$ cat src/sv/tso_store_buffer_core_defines.svh
// Assertion macros for the TSO store buffer core.
// Included by the top level; the macros expect clk_i and rst_ni in scope.
`ifndef TSO_STORE_BUFFER_CORE_DEFINES_SVH
`define TSO_STORE_BUFFER_CORE_DEFINES_SVH

// Same-cycle implication, checked on every rising edge outside reset.
`define TSOSB_ASSERT_IMPL(name, ante, cons, msg) \
  name: assert property (@(posedge clk_i) disable iff (!rst_ni) (ante) |-> (cons)) \
    else $error(msg);

// Next-cycle implication, checked on every rising edge outside reset.
`define TSOSB_ASSERT_NEXT(name, ante, cons, msg) \
  name: assert property (@(posedge clk_i) disable iff (!rst_ni) (ante) |=> (cons)) \
    else $error(msg);

`endif

$ cat src/sv/tsosb_pkg.sv
// Shared types and constants for the TSO store buffer core.
// Used by tsosb_fifo, tsosb_dmem and tso_store_buffer_core; depends on nothing.
package tsosb_pkg;

  localparam int AddrW    = 8;
  localparam int RegIdxW  = 3;
  localparam int DataW    = 32;
  localparam int NumRegs  = 6;
  localparam int AddrSpan = 2 ** AddrW;

  typedef enum logic [1:0] {
    OP_LOAD  = 2'd0,
    OP_STORE = 2'd1,
    OP_SET   = 2'd2,
    OP_DRAIN = 2'd3
  } op_e;

  localparam logic KIND_MEM = 1'b0;
  localparam logic KIND_REG = 1'b1;

  typedef struct packed {
    op_e                      op;
    logic [RegIdxW-1:0]       reg_index;
    logic [AddrW-1:0]         address;
    logic signed [DataW-1:0]  immediate;
  } in_item_t;

  typedef struct packed {
    logic                     kind;
    logic [AddrW-1:0]         out_address;
    logic [RegIdxW-1:0]       out_reg;
    logic signed [DataW-1:0]  value;
    logic                     last;
  } out_item_t;

  // One queued store: the address as issued and the source register.
  typedef struct packed {
    logic [AddrW-1:0]   address;
    logic [RegIdxW-1:0] reg_index;
  } buf_entry_t;

  // One data memory word with its store-pending flag.
  typedef struct packed {
    logic             pending;
    logic [DataW-1:0] data;
  } mem_word_t;

  typedef struct packed {
    logic push;
    logic drain_start;
    logic drain_next;
    logic drain_done;
  } fifo_ctl_t;

  typedef struct packed {
    logic empty;
    logic full;
    logic head_final;
  } fifo_sts_t;

  typedef enum logic [2:0] {
    ST_CLEAR,
    ST_IDLE,
    ST_DECIDE,
    ST_REREAD,
    ST_DRAIN_RD,
    ST_DRAIN_WR,
    ST_WRITEBACK
  } state_e;

endpackage

$ cat src/sv/tsosb_fifo.sv
// Store buffer queue: a memory of queued stores with fill count and drain pointer.
// Depends on tsosb_pkg.
module tsosb_fifo #(
  parameter int BUFFER_DEPTH = 8
) (
  input  logic                  clk_i,
  input  logic                  rst_ni,
  input  tsosb_pkg::fifo_ctl_t  ctl_i,
  input  tsosb_pkg::buf_entry_t push_entry_i,
  output tsosb_pkg::fifo_sts_t  sts_o,
  output tsosb_pkg::buf_entry_t head_o
);

  localparam int BufAw = (BUFFER_DEPTH > 1) ? $clog2(BUFFER_DEPTH) : 1;
  localparam int CntW  = $clog2(BUFFER_DEPTH + 1);

  tsosb_pkg::buf_entry_t mem_q [BUFFER_DEPTH];
  tsosb_pkg::buf_entry_t head_q;
  logic [CntW-1:0]       count_q;
  logic [BufAw-1:0]      rd_idx_q;
  logic [BufAw-1:0]      rd_nxt;

  assign rd_nxt = rd_idx_q + BufAw'(1);

  always_ff @(posedge clk_i) begin
    if (ctl_i.push) begin
      mem_q[count_q[BufAw-1:0]] <= push_entry_i;
    end
    if (ctl_i.drain_start) begin
      head_q <= mem_q[0];
    end else if (ctl_i.drain_next) begin
      head_q <= mem_q[rd_nxt];
    end
  end

  always_ff @(posedge clk_i or negedge rst_ni) begin
    if (!rst_ni) begin
      count_q  <= '0;
      rd_idx_q <= '0;
    end else begin
      if (ctl_i.drain_done) begin
        count_q <= '0;
      end else if (ctl_i.push) begin
        count_q <= count_q + CntW'(1);
      end
      if (ctl_i.drain_start) begin
        rd_idx_q <= '0;
      end else if (ctl_i.drain_next) begin
        rd_idx_q <= rd_nxt;
      end
    end
  end

  assign sts_o.empty      = (count_q == '0);
  assign sts_o.full       = (count_q == CntW'(BUFFER_DEPTH));
  assign sts_o.head_final = ((CntW'(rd_idx_q) + CntW'(1)) == count_q);
  assign head_o           = head_q;

endmodule

$ cat config.mk
export PLATFORM = sky130hd
export DESIGN_NAME = tsosb_fifo
export DESIGN_NICKNAME = d
export VERILOG_FILES = /design/src/sv/tso_store_buffer_core_defines.svh /design/src/sv/tsosb_pkg.sv /design/src/sv/tsosb_fifo.sv
export SDC_FILE = /design/constraint.sdc
export NUM_CORES = 1
export LEC_CHECK = 0
export BUFFER_PORTS_ARGS = -buffer_cell sky130_fd_sc_hd__buf_2
export CAP_MARGIN = 40
export CELL_PAD_IN_SITES_DETAIL_PLACEMENT = 1
export CELL_PAD_IN_SITES_GLOBAL_PLACEMENT = 1
export CORE_ASPECT_RATIO = 0.7
export CORE_MARGIN = 5
export CORE_UTILIZATION = 50
export DETAILED_ROUTE_END_ITERATION = 8
export HOLD_SLACK_MARGIN = 0.03
export PLACE_DENSITY_LB_ADDON = 0.12
export SYNTH_ARGS = -nofsm -noshare
export SYNTH_HDL_FRONTEND = slang
export SYNTH_SLANG_ARGS = --single-unit
$ cat constraint.sdc
create_clock -name clk_i -period 3.5 [get_ports clk_i]
set_input_delay 0.175 -clock clk_i [delete_from_list [all_inputs] [get_ports clk_i]]
set_output_delay 0.175 -clock clk_i [all_outputs]
set_load 0.01 [all_outputs]
After elaboration in Yosys (flattened, before gate mapping)
Memories as Yosys holds them, arrays and structs flattened.
Cells that the tools add are included.
{"block": "classes", "add_sub_neg": 3, "mul": 0, "n_div": 0, "order_cmp": 0, "eq_ne": 2, "shifts": 0, "muxes": 8, "n_bitwise": 0, "n_reduce_logical": 3}
{"cell": "$mux W11", "count": 2}
{"cell": "$mux W4", "count": 2}
{"cell": "$mux W3", "count": 2}
{"cell": "$add A3 B1 Y4 const B", "count": 1}
{"cell": "$add A4 B1 Y4 const B", "count": 1}
{"cell": "$eq A4 B4 Y1", "count": 1}
{"cell": "$eq A4 B4 Y1 const B", "count": 1}
{"cell": "$logic_not A4 Y1", "count": 1}
{"cell": "$reduce_bool A2 Y1", "count": 2}
{"cell": "$add A3 B1 Y3 const B", "count": 1}
{"cell": "$mux W1", "count": 2}
{"block": "totals", "regBits": 18, "latchBits": 0, "ram_bits": 88, "romBits": 0, "input_bits": 17, "out_inout_bits": 14, "elab_cells": 21, "n_memories": 1}
{"name": "mem_q", "depth": 8, "width": 11, "read_ports": 2, "rd_clocked_by_memory_dff": 0, "wr": 1, "line_no": "tsosb_fifo.sv:17", "rtl": "tsosb_pkg::buf_entry_t mem_q [BUFFER_DEPTH];"}

Depth between registers and ports, before layout
An unclocked memory read counts as a cell.
{"block": "logic_depth", "ltp_word": 4, "depth_mapped": 6, "depth_no_buf": 5}

Worst setup path after synthesis
OpenSTA, ideal clock, no wires.
{"block": "synth_timing", "kind": "reg-to-reg", "start": "reg count_q[2]", "end": "mem mem_q[0][0] (netlist bit) (enable)", "setup_ns": 0.393, "t_arrival_ns": 1.420, "required_ns": 3.107, "path_slack_ns": 1.687, "stages_incl_launch_ff": 3, "n_path_buf": 0, "synth_period_minus_slack_ns": 1.813, "cell_sequence": "dfrtp_1 > nand2b_1 > nor3_1"}
{"item": "start, declared", "line_no": "tsosb_fifo.sv:19", "rtl": "logic [CntW-1:0] count_q;"}
{"item": "start signal, assigned", "line_no": "tsosb_fifo.sv:44", "rtl": "count_q <= count_q + CntW'(1);"}
{"item": "end, declared", "line_no": "tsosb_fifo.sv:17"}
Straight into the memory's write port.

Final worst setup path
{"block": "layout_timing", "start": "reg rd_idx_q[0]", "end": "reg head_q, in the netlist head_o[4] (data pin)"}
{"block": "layout_via", "elab_chain_cells": 4}
{"item": "start, declared", "line_no": "tsosb_fifo.sv:20", "rtl": "logic [BufAw-1:0] rd_idx_q;"}
{"item": "start signal, assigned", "line_no": "tsosb_fifo.sv:49", "rtl": "rd_idx_q <= rd_nxt;"}
{"item": "$add A3 B1 Y3", "line_no": "tsosb_fifo.sv:23", "rtl": "assign rd_nxt = rd_idx_q + BufAw'(1);"}
{"item": "$mem_v2 Z8 W11"}
{"item": "$mux W11", "line_no": "tsosb_fifo.sv:31", "rtl": "end else if (ctl_i.drain_next) begin"}
{"item": "$mux W11", "line_no": "tsosb_fifo.sv:29", "rtl": "if (ctl_i.drain_start) begin"}
{"item": "end signal, assigned", "line_no": "tsosb_fifo.sv:30", "rtl": "head_q <= mem_q[0];"}
{"item": "end signal, assigned", "line_no": "tsosb_fifo.sv:32", "rtl": "head_q <= mem_q[rd_nxt];"}
{"item": "end, declared", "line_no": "tsosb_fifo.sv:18", "rtl": "tsosb_pkg::buf_entry_t head_q;"}
Every way passes these cells. The select of a mux whose other input is x is not followed.
A chain may end at the register's enable or synchronous reset.

==> flow_metrics.py <==
metrics = {
    "run_status": {
        "status": "finished, final reports clean",
    },
    "synth": {
        "ys_ff_latch": 106,
        "netlist_area_mm2": 0.00438,
        "netlist_instances": 261,
        "ys_warn_count": 0,
        "synth_edf_count": 99,
        "yosysUniqueCellTypes": 26,
        "synthFlopType": "edfxtp_1",
        "synth.avg_cell_area_um2": 16.8,
        "synthesis.nets": 281,
        "synthArstFlopShare_pct": 6.60,
        "yosysSeqAreaShare_pct": 71.9,
    },
    "timing": {
        "setup_ws_ns": 1.11,
        "min_period_ns": 2.39,
        "rsz0062_at_grt": "no",
        "relSlewSlack_pct": 56.5,
        "slew_viol_final": 0,
        "max_freq_mhz": 418,
        "finalHoldViolations": 0,
        "timing.final.crit_share_pct": 68.3,
        "setup_viol": 0,
        "fin_skew_ns": 0.00484,
        "tns_ns": 0,
        "worst_pin_slew_ns": 0.652,
    },
    "die": {
        "core-area_mm2": 0.00851,
        "die_h_um": 88.3,
        "die-area_mm2": 0.0108,
        "ioPinCount": 31,
        "fp.dieW_um": 122,
        "rows": 28,
        "start_util_pct": 51.5,
    },
    "routing": {
        "via_count": 2279,
        "drc_errors": 0,
        "first_pass_iters": 4,
        "ant_nets": 0,
        "drt_iter0_markers": 154,
        "wl_mm": 9.18,
        "wl_per_cell_um": 21.8,
        "drt-vias-per-instance": 5.41,
    },
    "power": {
        "finalPower_mw": 2.79,
        "p_leak_nw": 1.72,
        "p_switching_mw": 0.611,
        "clockPowerShare_pct": 36.0,
        "peakVddDrop_mv": 0.314,
        "powerDensity_mw_per_mm2": 565,
        "p_int_mw": 2.18,
        "p_comb_share_pct": 11.4,
        "swShare_pct": 21.9,
        "seqPwrFrac_pct": 52.6,
    },
    "critical_path": {
        "worstPathArrival_ns": 2.46,
        "r2r-start": "rd_idx_q[0]",
        "crit_fanout": 46,
        "start_kind": "register",
        "slowest_delay_ns": 0.52,
        "path_cells": "ha_2 > buf_4 > mux2_2 > o22ai_1 > o31ai_2",
        "required_ns": 3.57,
        "worstSetupStartpoint": "rd_idx_q[0]",
        "slowest_stage": "buf_4",
        "r2r_slack_ns": 1.11,
        "worstSetupEndpointType": "register",
        "crit_type": "reg -> reg",
        "reg2reg_depth": 5,
        "setup.worst_path.end": "head_o[4]",
        "r2r_end": "head_o[4]",
    },
    "clock_network": {
        "clockBufferDepth": 2,
        "numCtsBuffers": 9,
        "clockRootBuffer": "clkbuf_16",
        "clk_pin_slew_ns": 0.07,
        "cts_sinks": 106,
        "cts_tree": "yes",
        "insertion_delay_ns": 0.34,
        "h-tree-depth": 3,
        "postCtsSetupBuffers": 0,
    },
    "placed_design": {
        "place_congestion": 0.678,
        "hpwl_mm": 5.58,
        "place_inst": 404,
        "numPortBuffers": 30,
        "pre_cts_slack_ns": 1.15,
    },
    "finish": {
        "postLayoutCoreUtil_pct": 57.9,
        "layout-drive-gt1-share_pct": 34.9,
        "syn_to_final_growth_pct": 12.6,
        "final-instance-count-excl-fill": 421,
        "final_common_cell": "edfxtp_1",
        "filler_cell_count": 804,
        "insertedDiodeCount": 0,
        "fin_nets": 316,
        "mostFrequentLayoutCells": "edfxtp_1, mux2_2, buf_2",
    },
    "grt": {
        "overflow": 0,
        "grt_pass1_vias": 2430,
        "grt_use_total_pct": 18.6,
        "grt_max_degree": 47,
        "grt_pass1_wl_mm": 14.2,
        "antenna_found_initial": 0,
    },
    "run": {
        "cap_viol_max_count": 0,
    },
    "worst_hold_path": {
        "hold_class": "in -> reg",
    },
}
==> stage by stage <==
stage          instance area (µm²)  hold WS, ns
2_1_floorplan                 4380       -0.121
3_3_place_gp                  4610       0.0295
3_5_place_dp                  4620       0.0324
4_1_cts                       4930       0.0460
5_1_grt                       4930       0.0444
6_report                      4930       0.0556
==> cells by family after synthesis <==
family	after synthesis	share of synthesized area, %
flip-flops	106	71.9
multiplexers	46	11.8
AND/OR/NAND/NOR	43	4.34
AO/OA/AOI/OAI	34	5.51
buffers and inverters	18	3.46
XOR/XNOR	11	2.20
adder cells (fa/ha/maj)	3	0.857
==> synth_stat cells (all sizes together) (3+ instances only) <==
cell	number	area, µm²
mux2	44	495
xnor2	5	43.8
nor3	4	20.0
nand2	20	77.6
xor2	6	52.6
ha	3	37.5
edfxtp	99	2970
dfrtp	7	175
o31ai	11	97.6
buf	10	92.6
nand2b	3	21.3
o22ai	22	138
clkbuf	5	18.8
nor2	13	48.8
==> power groups by stage <==
| stage | Combinational [mW] | Clock, mW | Sequential [mW] |
|---|---|---|---|
| final | 0.317 | 1.00 | 1.47 |
| after global placement | 0.310 | 0 | 1.49 |
| after CTS | 0.322 | 1.02 | 1.47 |
| after floorplan | 0.238 | 0 | 1.49 |
| after global routing | 0.343 | 1.09 | 1.47 |
| after detailed placement | 0.318 | 0 | 1.49 |
==> worst max-delay path: cells and delay by family, from the launching register on <==
kind	cells	cell delay, ns
AO/OA/AOI/OAI	2	0.34
adder cells (fa/ha/maj)	1	0.35
buffers and inverters	1	0.52
flip-flops	1	0.47
multiplexers	1	0.40
==> layout make-up <==
type	instances	area (µm²)	share of cell area, %
Multi-Input combinational cell	137	1090	22.2
Tap cell	120	150	3.04
Clock inverter	2	37.5	0.761
Timing Repair Buffer	40	231	4.69
Clock buffer	14	264	5.35
Sequential cell	106	3150	63.8
Inverter	2	7.51	0.152
==> worst min-delay path by stage <==
| stage | cells after the start | from | slack (ns) | end |
|---|---|---|---|---|
| after floorplan | 0 | rst_ni | -0.12 | count_q[0] |
| after global placement | 1 | rst_ni | 0.03 | count_q[0] |
| after detailed placement | 1 | rst_ni | 0.03 | count_q[0] |
| after CTS | 2 | ctl_i[0] | 0.05 | count_q[3] |
| after global routing | 2 | ctl_i[0] | 0.04 | count_q[0] |
| final | 2 | ctl_i[0] | 0.06 | count_q[3] |
==> flip-flops by register name, summed over array words and instances, names as in the netlist <==
signal,count
head_o,11
mem_q,88
count_q,4
rd_idx_q,3
==> repair_timing <==
action,CTS,global route
hold buffers,1,0
hold endpoints to repair,7,0
gates resized for setup,0,0
endpoints found under the setup margin,0,0
==> per-layer routing <==
metal  routed length, µm  up-vias  GRT usage [%]
li1                    -     1069              -
met1                4270     1157           24.9
met2                4380       44           30.8
met3                 423        9           4.54
met4                 109        0           5.49
met5                   0        -              0
(Power assumes the default switching activity.)
